File: src/rtl/dtr_pkg.sv
// Shared types and constants of the divider timer with reload.
package dtr_pkg;

  localparam logic [1:0] CMD_TICK  = 2'd0;
  localparam logic [1:0] CMD_READ  = 2'd1;
  localparam logic [1:0] CMD_WRITE = 2'd2;

  localparam logic [15:0] ADDR_DIVIDER = 16'hFF04;
  localparam logic [15:0] ADDR_COUNTER = 16'hFF05;
  localparam logic [15:0] ADDR_MODULO  = 16'hFF06;
  localparam logic [15:0] ADDR_CONTROL = 16'hFF07;

  localparam int unsigned CTRL_ENABLE_BIT = 2;
  localparam int unsigned CTRL_WIDTH      = 3;

  // controller to datapath
  typedef struct packed {
    logic add;       // add elapsed cycles to divider and prescaler
    logic step;      // drain one prescaler period, advance counter
    logic wr;        // register write from the input transaction
    logic load_bus;  // load result register from a read/write/other transaction
    logic load_tick; // load result register with the tick result
  } dtr_cmd_t;

  // datapath to controller
  typedef struct packed {
    logic step_ok;   // timer enabled and prescaler holds a full period
  } dtr_status_t;

  function automatic logic [15:0] step_period(input logic [1:0] sel);
    logic [15:0] p;
    case (sel)
      2'd0:    p = 16'd1024;
      2'd1:    p = 16'd16;
      2'd2:    p = 16'd64;
      2'd3:    p = 16'd256;
      default: p = 16'd1024;
    endcase
    return p;
  endfunction

endpackage

File: src/rtl/dtr_if.sv
// Valid/ready channel interfaces for the timer input and result transactions.
interface dtr_in_if;
  logic        valid;
  logic        ready;
  logic [1:0]  command;
  logic [15:0] address;
  logic [7:0]  write_data;
  logic [7:0]  elapsed;

  modport source (output valid, output command, output address, output write_data,
                  output elapsed, input ready);
  modport sink   (input valid, input command, input address, input write_data,
                  input elapsed, output ready);
endinterface

interface dtr_out_if;
  logic       valid;
  logic       ready;
  logic [7:0] read_data;
  logic       irq;

  modport source (output valid, output read_data, output irq, input ready);
  modport sink   (input valid, input read_data, input irq, output ready);
endinterface

File: src/rtl/dtr_datapath.sv
// Timer datapath: divider, prescaler, counter, modulo, control and result register.
module dtr_datapath (
  input  logic                clk,
  input  logic                rst_n,
  input  dtr_pkg::dtr_cmd_t   cmd,
  output dtr_pkg::dtr_status_t status,
  input  logic [1:0]          in_command,
  input  logic [15:0]         in_address,
  input  logic [7:0]          in_write_data,
  input  logic [7:0]          in_elapsed,
  output logic [7:0]          out_read_data,
  output logic                out_irq
);

  logic [15:0] divider_r,   divider_nxt;
  logic [15:0] prescaler_r, prescaler_nxt;
  logic [7:0]  counter_r,   counter_nxt;
  logic [7:0]  modulo_r,    modulo_nxt;
  logic [dtr_pkg::CTRL_WIDTH-1:0] control_r, control_nxt;
  logic        irq_acc_r,   irq_acc_nxt;
  logic [7:0]  rd_data_r,   rd_data_nxt;
  logic        rd_irq_r,    rd_irq_nxt;
  logic [15:0] period;
  logic [7:0]  bus_rd;

  assign period         = dtr_pkg::step_period(control_r[1:0]);
  assign status.step_ok = control_r[dtr_pkg::CTRL_ENABLE_BIT] && (prescaler_r >= period);

  always_comb begin
    bus_rd = 8'd0;
    if (in_command == dtr_pkg::CMD_READ) begin
      case (in_address)
        dtr_pkg::ADDR_DIVIDER: bus_rd = divider_r[15:8];
        dtr_pkg::ADDR_COUNTER: bus_rd = counter_r;
        dtr_pkg::ADDR_MODULO:  bus_rd = modulo_r;
        dtr_pkg::ADDR_CONTROL: bus_rd = {{(8-dtr_pkg::CTRL_WIDTH){1'b0}}, control_r};
        default:               bus_rd = 8'd0;
      endcase
    end
  end

  always_comb begin
    divider_nxt   = divider_r;
    prescaler_nxt = prescaler_r;
    counter_nxt   = counter_r;
    modulo_nxt    = modulo_r;
    control_nxt   = control_r;
    irq_acc_nxt   = irq_acc_r;
    rd_data_nxt   = rd_data_r;
    rd_irq_nxt    = rd_irq_r;

    if (cmd.add) begin
      divider_nxt   = divider_r + {8'd0, in_elapsed};
      prescaler_nxt = prescaler_r + {8'd0, in_elapsed};
      irq_acc_nxt   = 1'b0;
    end

    if (cmd.step) begin
      prescaler_nxt = prescaler_r - period;
      if (counter_r == 8'hFF) begin
        counter_nxt = modulo_r;
        irq_acc_nxt = 1'b1;
      end else begin
        counter_nxt = counter_r + 8'd1;
      end
    end

    if (cmd.wr) begin
      case (in_address)
        dtr_pkg::ADDR_DIVIDER: begin
          divider_nxt   = 16'd0;
          prescaler_nxt = 16'd0;
        end
        dtr_pkg::ADDR_COUNTER: counter_nxt = in_write_data;
        dtr_pkg::ADDR_MODULO:  modulo_nxt  = in_write_data;
        dtr_pkg::ADDR_CONTROL: control_nxt = in_write_data[dtr_pkg::CTRL_WIDTH-1:0];
        default: ;
      endcase
    end

    if (cmd.load_bus) begin
      rd_data_nxt = bus_rd;
      rd_irq_nxt  = 1'b0;
    end else if (cmd.load_tick) begin
      rd_data_nxt = 8'd0;
      rd_irq_nxt  = irq_acc_r;
    end
  end

  always_ff @(posedge clk) begin
    if (!rst_n) begin
      divider_r   <= '0;
      prescaler_r <= '0;
      counter_r   <= '0;
      modulo_r    <= '0;
      control_r   <= '0;
      irq_acc_r   <= 1'b0;
    end else begin
      divider_r   <= divider_nxt;
      prescaler_r <= prescaler_nxt;
      counter_r   <= counter_nxt;
      modulo_r    <= modulo_nxt;
      control_r   <= control_nxt;
      irq_acc_r   <= irq_acc_nxt;
    end
  end

  always_ff @(posedge clk) begin
    rd_data_r <= rd_data_nxt;
    rd_irq_r  <= rd_irq_nxt;
  end

  assign out_read_data = rd_data_r;
  assign out_irq       = rd_irq_r;

`ifndef SYNTH
  a_step_drains: assert property (@(posedge clk) disable iff (!rst_n)
    cmd.step |=> prescaler_r < $past(prescaler_r))
    else $error("prescaler did not shrink after a drain step");

  a_step_enabled: assert property (@(posedge clk) disable iff (!rst_n)
    cmd.step |-> control_r[dtr_pkg::CTRL_ENABLE_BIT] && !cmd.add && !cmd.wr)
    else $error("drain step while disabled or during a bus transaction");
`endif

endmodule

File: src/rtl/dtr_ctrl.sv
// Timer controller: handshake, tick drain sequencing and result valid.
module dtr_ctrl (
  input  logic                 clk,
  input  logic                 rst_n,
  input  logic                 in_valid,
  output logic                 in_ready,
  input  logic [1:0]           in_command,
  output logic                 out_valid,
  input  logic                 out_ready,
  output dtr_pkg::dtr_cmd_t    cmd,
  input  dtr_pkg::dtr_status_t status
);

  typedef enum logic {
    S_IDLE,
    S_DRAIN
  } state_t;

  state_t state_r, state_nxt;
  logic   out_valid_r, out_valid_nxt;
  logic   accept;

  assign in_ready = (state_r == S_IDLE) && (!out_valid_r || out_ready);
  assign accept   = in_valid && in_ready;

  always_comb begin
    state_nxt     = state_r;
    out_valid_nxt = out_valid_r && !out_ready;
    cmd           = '0;
    case (state_r)
      S_IDLE: begin
        if (accept) begin
          if (in_command == dtr_pkg::CMD_TICK) begin
            cmd.add   = 1'b1;
            state_nxt = S_DRAIN;
          end else begin
            cmd.wr        = (in_command == dtr_pkg::CMD_WRITE);
            cmd.load_bus  = 1'b1;
            out_valid_nxt = 1'b1;
          end
        end
      end
      S_DRAIN: begin
        if (status.step_ok) begin
          cmd.step = 1'b1;
        end else begin
          cmd.load_tick = 1'b1;
          out_valid_nxt = 1'b1;
          state_nxt     = S_IDLE;
        end
      end
      default: state_nxt = S_IDLE;
    endcase
  end

  always_ff @(posedge clk) begin
    if (!rst_n) begin
      state_r     <= S_IDLE;
      out_valid_r <= 1'b0;
    end else begin
      state_r     <= state_nxt;
      out_valid_r <= out_valid_nxt;
    end
  end

  assign out_valid = out_valid_r;

`ifndef SYNTH
  a_no_overwrite: assert property (@(posedge clk) disable iff (!rst_n)
    (cmd.load_bus || cmd.load_tick) |-> (!out_valid_r || out_ready))
    else $error("result register loaded while holding an untaken transaction");

  a_tick_drains: assert property (@(posedge clk) disable iff (!rst_n)
    (accept && in_command == dtr_pkg::CMD_TICK) |=> state_r == S_DRAIN && !out_valid_r)
    else $error("tick transaction did not enter drain");

  a_valid_source: assert property (@(posedge clk) disable iff (!rst_n)
    $rose(out_valid_r) |-> $past(accept || state_r == S_DRAIN))
    else $error("result valid without a transaction");
`endif

endmodule

File: src/rtl/divider_timer_with_reload_unit.sv
// Top level of the divider timer with reload.
//   channel  | dir | handshake          | payload
//   in_ch    | in  | valid/ready        | command, address, write_data, elapsed
//   out_ch   | out | valid/ready        | read_data, irq
// For read, write and unused commands the result is registered at accept.
// A tick adds elapsed at accept, then drains N = prescaler / period steps, one per cycle
// through the single counter stepping unit (N <= 16 while the timer stays enabled
// at one period, more after a period change, up to 4095 on the first tick after
// enabling with a large prescaler), and then loads the tick result.
// Synchronous active-low reset clears timer registers and result valid, not the result register.
// A new transaction is taken while a result waits if that result is taken the same cycle.
module divider_timer_with_reload_unit (
  input  logic clk,
  input  logic rst_n,
  dtr_in_if.sink    in_ch,
  dtr_out_if.source out_ch
);

  dtr_pkg::dtr_cmd_t    cmd;
  dtr_pkg::dtr_status_t status;

  dtr_ctrl u_ctrl (
    .clk        (clk),
    .rst_n      (rst_n),
    .in_valid   (in_ch.valid),
    .in_ready   (in_ch.ready),
    .in_command (in_ch.command),
    .out_valid  (out_ch.valid),
    .out_ready  (out_ch.ready),
    .cmd        (cmd),
    .status     (status)
  );

  dtr_datapath u_datapath (
    .clk           (clk),
    .rst_n         (rst_n),
    .cmd           (cmd),
    .status        (status),
    .in_command    (in_ch.command),
    .in_address    (in_ch.address),
    .in_write_data (in_ch.write_data),
    .in_elapsed    (in_ch.elapsed),
    .out_read_data (out_ch.read_data),
    .out_irq       (out_ch.irq)
  );

endmodule
File: src/flat_wrapper.sv
// flat-port wrapper written by rule: the top's interface ports become plain ports
module divider_timer_with_reload_unit_flat 
  (clk, rst_n, in_ch_valid, in_ch_command, in_ch_address, in_ch_write_data, in_ch_elapsed, in_ch_ready, out_ch_valid, out_ch_read_data, out_ch_irq, out_ch_ready);
  dtr_in_if in_ch_i ();
  dtr_out_if out_ch_i ();
  input  logic clk;
  input  logic rst_n;
  input wire logic [$bits(in_ch_i.valid)-1:0] in_ch_valid;
  input wire logic [$bits(in_ch_i.command)-1:0] in_ch_command;
  input wire logic [$bits(in_ch_i.address)-1:0] in_ch_address;
  input wire logic [$bits(in_ch_i.write_data)-1:0] in_ch_write_data;
  input wire logic [$bits(in_ch_i.elapsed)-1:0] in_ch_elapsed;
  output wire logic [$bits(in_ch_i.ready)-1:0] in_ch_ready;
  output wire logic [$bits(out_ch_i.valid)-1:0] out_ch_valid;
  output wire logic [$bits(out_ch_i.read_data)-1:0] out_ch_read_data;
  output wire logic [$bits(out_ch_i.irq)-1:0] out_ch_irq;
  input wire logic [$bits(out_ch_i.ready)-1:0] out_ch_ready;
  assign in_ch_i.valid = in_ch_valid;
  assign in_ch_i.command = in_ch_command;
  assign in_ch_i.address = in_ch_address;
  assign in_ch_i.write_data = in_ch_write_data;
  assign in_ch_i.elapsed = in_ch_elapsed;
  assign in_ch_ready = in_ch_i.ready;
  assign out_ch_valid = out_ch_i.valid;
  assign out_ch_read_data = out_ch_i.read_data;
  assign out_ch_irq = out_ch_i.irq;
  assign out_ch_i.ready = out_ch_ready;
  divider_timer_with_reload_unit u_core (.clk(clk), .rst_n(rst_n), .in_ch(in_ch_i), .out_ch(out_ch_i));
endmodule
File: config.mk
export PLATFORM = sky130hd
export DESIGN_NAME = divider_timer_with_reload_unit_flat
export DESIGN_NICKNAME = d
export VERILOG_FILES = /design/src/rtl/dtr_pkg.sv /design/src/rtl/dtr_if.sv /design/src/rtl/dtr_datapath.sv /design/src/rtl/dtr_ctrl.sv /design/src/rtl/divider_timer_with_reload_unit.sv /design/src/flat_wrapper.sv
export SDC_FILE = /design/constraint.sdc
export NUM_CORES = 1
export LEC_CHECK = 0
export ABC_AREA = 1
export BUFFER_PORTS_ARGS = -buffer_cell sky130_fd_sc_hd__clkbuf_2
export CAP_MARGIN = 20
export CORE_MARGIN = 5
export CORE_UTILIZATION = 50
export CTS_CLUSTER_SIZE = 20
export DETAILED_ROUTE_END_ITERATION = 7
export PLACE_DENSITY = 0.7
export SYNTH_ARGS = -nofsm -noshare
export SYNTH_HDL_FRONTEND = slang
export SYNTH_HIERARCHICAL = 1
export SYNTH_SLANG_ARGS = --single-unit
File: constraint.sdc
create_clock -name clk -period 3.3 [get_ports clk]
set_clock_uncertainty 0.05 [all_clocks]
set_input_delay 0.33 -clock clk [delete_from_list [all_inputs] [get_ports clk]]
set_output_delay 0.33 -clock clk [all_outputs]
set_load 0.05 [all_outputs]
## Word-level counts from Yosys, hierarchy flattened

Cells that the tools add are included.

- Flip-flop bits (word level): 63
- Bits in latches: 0
- Bits in writable memories: 0
- Memory bits (read-only): 0
- Output and inout bits: 11
- Logic and storage cells: 72
- Memories kept: 0

- $add $sub $neg: 4
- Multipliers: 0
- Divide/modulo/power cells: 0
- Magnitude comparators: 1
- Equality and inequality tests: 10
- Shift-type cells: 0
- Muxes and demuxes: 34
- Bitwise logic cells: 1
- Reduce and logical (&&, ||, !) cells: 12

Operator list:

| operator | count |
|---|---|
| 16-bit two-way mux | 7 |
| 16-bit == test (second input constant) | 4 |
| 16-bit one-hot mux with 4 select lines | 1 |
| 8-bit two-way mux | 7 |
| 16-bit by 8-bit adder with 16-bit output | 2 |
| 8-bit one-hot mux with 4 select lines | 1 |
| 16-bit greater-or-equal comparator | 1 |
| 16-bit subtractor | 1 |
| 1-bit two-way mux | 13 |
| 8-bit by 1-bit adder with 8-bit output (second input constant) | 1 |
| 8-bit == test (second input constant) | 1 |
| 2-bit == test (second input constant) | 3 |
| 2-bit two-way mux | 3 |
| 2-bit by 1-bit == test with 1-bit output (second input constant) | 2 |
| 1-bit logical AND | 4 |
| 2-bit logical NOT | 2 |
| 1-bit one-hot mux with 2 select lines | 2 |
| 2-bit AND reduction | 2 |
| 1-bit logical NOT | 2 |
| 2-bit nonzero test | 1 |
| 1-bit logical OR | 1 |
| 1-bit NOT | 1 |

## Logic depth before layout (Yosys ltp)

- Word-level depth: 10
- Gate-level depth with buffers: 20
- Depth with buffers taken out: 20

## Modules after synthesis

Netlist, hierarchy kept.

By module, submodules not included:

| module | times used | cells an instance | area an instance (µm²) | sequential area each (µm²) |
|---|---|---|---|---|
| dtr_datapath | 1 | 638 | 4169.0 | 1301.2 |
| dtr_ctrl | 1 | 24 | 145.1 | 40.0 |

## Least setup slack after synthesis

No wires, ideal clock.

- Path type: reg2reg
- Start point: register u_core/u_datapath/control_r[0] in the netlist's numbering
- End point: register u_core.u_datapath.counter_r[4]
- Data arrival time: 2339 ps
- Data required time: 3176 ps
- Path slack: 836 ps
- Cell stages (with the launch flop): 18
- Cell sequence: dfxtp_1 > inv_1 > nor2_1 > ha_1 > ha_1 > inv_1 > nand2_1 > nand2_1 > nand2_1 > nor2_1 > nor2_1 > a41oi_1 > nand2_1 > inv_1 > clkbuf_1 > nand2_1 > xor2_1 > a31oi_1

RTL lines:

| element | line | text |
|---|---|---|
| start, declared | dtr_datapath.sv:19 | `logic [dtr_pkg::CTRL_WIDTH-1:0] control_r, control_nxt;` |
| start signal, assigned | dtr_datapath.sv:103 | `control_r <= control_nxt;` |
| end signal, assigned | dtr_datapath.sv:101 | `counter_r <= counter_nxt;` |
| end, declared | dtr_datapath.sv:17 | `logic [7:0] counter_r, counter_nxt;` |

==> flow_metrics.env <==
export IMPL_async_reset_ff_share_pct=0
export IMPL_path_class="register to register"
export IMPL_initial_core_util_pct=52.0
export IMPL_p_per_area_nw_per_um2=380
export IMPL_drtAntennaViolNets=0
export IMPL_drc=0
export IMPL_rows=33
export IMPL_die_w_um=103
export IMPL_cts_sinks=63
export IMPL_viasPerCell=5.41
export IMPL_hold_buffers=0
export IMPL_diodes=0
export IMPL_finalHoldViolations=0
export IMPL_crit_arrival_ps=3140
export IMPL_yosys_area_top_type="dfxtp_1"
export IMPL_yosys_warnings=6
export IMPL_end_kind="register"
export IMPL_fin_crit_sh_pct=88.5
export IMPL_cap_violations=0
export IMPL_overflow=0
export IMPL_antenna_found_initial=0
export IMPL_cts_max_path_buffers=2
export IMPL_gp_congestion=0.923
export IMPL_cts_buffers=9
export IMPL_setup_tns_ps=0
export IMPL_synth_area_leaders="dfxtp_1 (26%), nand2_1 (13%), nand3_1 (7.9%)"
export IMPL_syn_instance_count=662
export IMPL_irDropWorstVdd_mv=0.237
export IMPL_ioPinCount=49
export IMPL_period_needed_ps=2920
export IMPL_grt_use_total_pct=22.4
export IMPL_htreeDepth=3
export IMPL_synth_area_um2=4310
export IMPL_cts_resized=0
export IMPL_fin_cells=824
export IMPL_setup_ws_ps=381
export IMPL_leakage_nw=2.21
export IMPL_grt_pass1_vias=4020
export IMPL_grt_start_max_net_pins=28
export IMPL_synth_commonest_cells="nand2_1 (144), nor2_1 (88), inv_1 (86), nand3_1 (68), dfxtp_1 (55)"
export IMPL_tightestPinTransition_ps=606
export IMPL_yosysMostFrequentCell="nand2_1"
export IMPL_path_clk_slew_ps=70
export IMPL_avgSynthCellArea_um2=6.52
export IMPL_rsz0062_at_grt="false"
export IMPL_synth_seq_cells=63
export IMPL_drt_iter0_drc=292
export IMPL_drtPass1Iterations=5
export IMPL_pre_cts_ws_ps=477
export IMPL_post_route_util_pct=59.1
export IMPL_crit_required_ps=3520
export IMPL_yosysSeqAreaShare_pct=31.1
export IMPL_worst_setup_path_start_kind="register"
export IMPL_fp_dieH_um=103
export IMPL_synth_fp_nets=724
export IMPL_root_buffer="clkbuf_8"
export IMPL_clkLatencyLatePin_ps=340
export IMPL_synth_edf_count=8
export IMPL_die_area_um2=10600
export IMPL_setup_viol=0
export IMPL_dp_hpwl_um=8660
export IMPL_dp_cells=808
export IMPL_whs_ps=218
export IMPL_drt_wl_total_um=11400
export IMPL_nets=776
export IMPL_coreArea_um2=8300
export IMPL_worstPathMaxFanout=10
export IMPL_cts_tree="done"
export IMPL_postCtsSetupRepairBufs=0
export IMPL_ys_flop_type="dfxtp_1"
export IMPL_io_buffer_count=48
export IMPL_synth_top_cell_area_share_pct=25.5
export IMPL_route_detailed_wl_per_inst_um=13.8
export IMPL_vias=4458
export IMPL_outcome="finished clean"
export IMPL_drive_gt1_share_pct=13.2
export IMPL_synth_distinct_cells=35
export IMPL_slew_viol_final=0
export IMPL_relSlewSlack_pct=59.6
export IMPL_hp_class="primary input to register"
export IMPL_grt_pass1_wl_um=18900
export IMPL_area_growth_pct=13.7
export IMPL_max_clock_freq_ghz=0.343
## per-stage QoR
| stage | cell area [um2] | power [mW] |
|---|---|---|
| after floorplan | 4310 | 1.01 |
| after global placement | 4670 | 1.08 |
| after detailed placement | 4670 | 1.08 |
| after CTS | 4900 | 1.88 |
| after global routing | 4900 | 1.95 |
| final | 4900 | 1.87 |
## path summary, 6_finish.rpt
kind                                                end  slack (ps)  depth (start not counted)                                   startpoint
min reg2reg  u_core/u_datapath/modulo_r[5]$_SDFFE_PN0P_         440                          2   u_core/u_datapath/modulo_r[5]$_SDFFE_PN0P_
max reg2reg   u_core/u_datapath/counter_r[5]$_SDFF_PN0_         380                         19  u_core/u_datapath/control_r[0]$_SDFFE_PN0P_
max           u_core/u_datapath/counter_r[5]$_SDFF_PN0_         380                         19  u_core/u_datapath/control_r[0]$_SDFFE_PN0P_
min           u_core/u_datapath/counter_r[3]$_SDFF_PN0_         220                          3                          in_ch_write_data[3]
## critical path, cell delays in order (launching register included)
cell and delay, ps:
dfxtp_1 330, inv_1 100, nor2_1 50, ha_1 190, ha_1 190, inv_1 50
nand2_1 70, nand2_1 100, nand2_1 100, nor2_1 110, nor2_1 60, a41oi_1 350
nand2_1 120, inv_1 110, buf_4 180, nand4_1 160, nor2_1 180, nor2_1 50
nand3b_1 160, a31oi_1 120
## layer usage
| layer | track usage (%) | share of wire, % | vias to the layer above |
|---|---|---|---|
| met3 | 5.01 | 7.1 | 14 |
| met5 | 0 | 0 | - |
| met4 | 5.98 | 1.3 | 0 |
| li1 | - | - | 2278 |
| met1 | 31.9 | 48 | 2014 |
| met2 | 34.3 | 43 | 152 |
## state kept, by name (all words and copies together), names as in the netlist
register / count
u_core/u_datapath/modulo_r: 8
u_core/u_ctrl/out_valid: 1
u_core/u_datapath/prescaler_r: 16
u_core/u_datapath/divider_r: 16
u_core/u_datapath/counter_r: 8
u_core/u_datapath/irq_acc_r: 1
u_core/u_datapath/control_r: 3
u_core/u_datapath/out_irq: 1
u_core/u_datapath/out_read_data: 8
u_core/u_ctrl/state_r: 1
## cell usage in the layout (no fill, tap or decap), types with 2 or more instances in the layout
cell and instances:
a21oi_2 2, buf_4 5, nor3_1 9, nor3_4 2, a21oi_1 53, o21ai_2 3
bufinv_16 2, nand2_1 144, clkbuf_2 48, edfxtp_1 8, nand2_2 3, a211oi_1 2
inv_2 4, nor2_1 88, a31oi_1 2, ha_1 22, nand3b_1 3, xnor2_1 6
inv_1 86, nand4_1 10, clkbuf_8 12, dfxtp_1 55, fa_1 2, nand3_1 68
xor2_1 6, nor4_1 6, o21ai_0 49, nor2_2 7, nand2_4 3
## layout make-up
| class | count | area (um2) |
|---|---|---|
| Multi-Input combinational cell | 497 | 2580 |
| Clock buffer | 13 | 169 |
| Tap cell | 105 | 131 |
| Fill cell | 806 | 3390 |
| Clock inverter | 3 | 65.1 |
| Timing Repair Buffer | 53 | 278 |
| Inverter | 90 | 338 |
| Sequential cell | 63 | 1340 |
## report_power, final
group | switching [mW] | internal (mW)
logic | 0.175 | 0.0862
registers | 0.0131 | 0.795
clock network | 0.310 | 0.487
total | 0.498 | 1.37
## kinds of logic (layout without fill, tap and decap cells)
group                    after synthesis  after routing  synth area share [%]
buffers and inverters                102            159                  9.05
adder cells (fa/ha/maj)               24             24                  7.31
XOR/XNOR                              12             12                  2.44
AND/OR/NAND/NOR                      347            347                  36.1
AO/OA/AOI/OAI                        114            114                  14.0
flip-flops                            63             63                  31.1
Note: power is estimated with default switching activity, not from simulation.
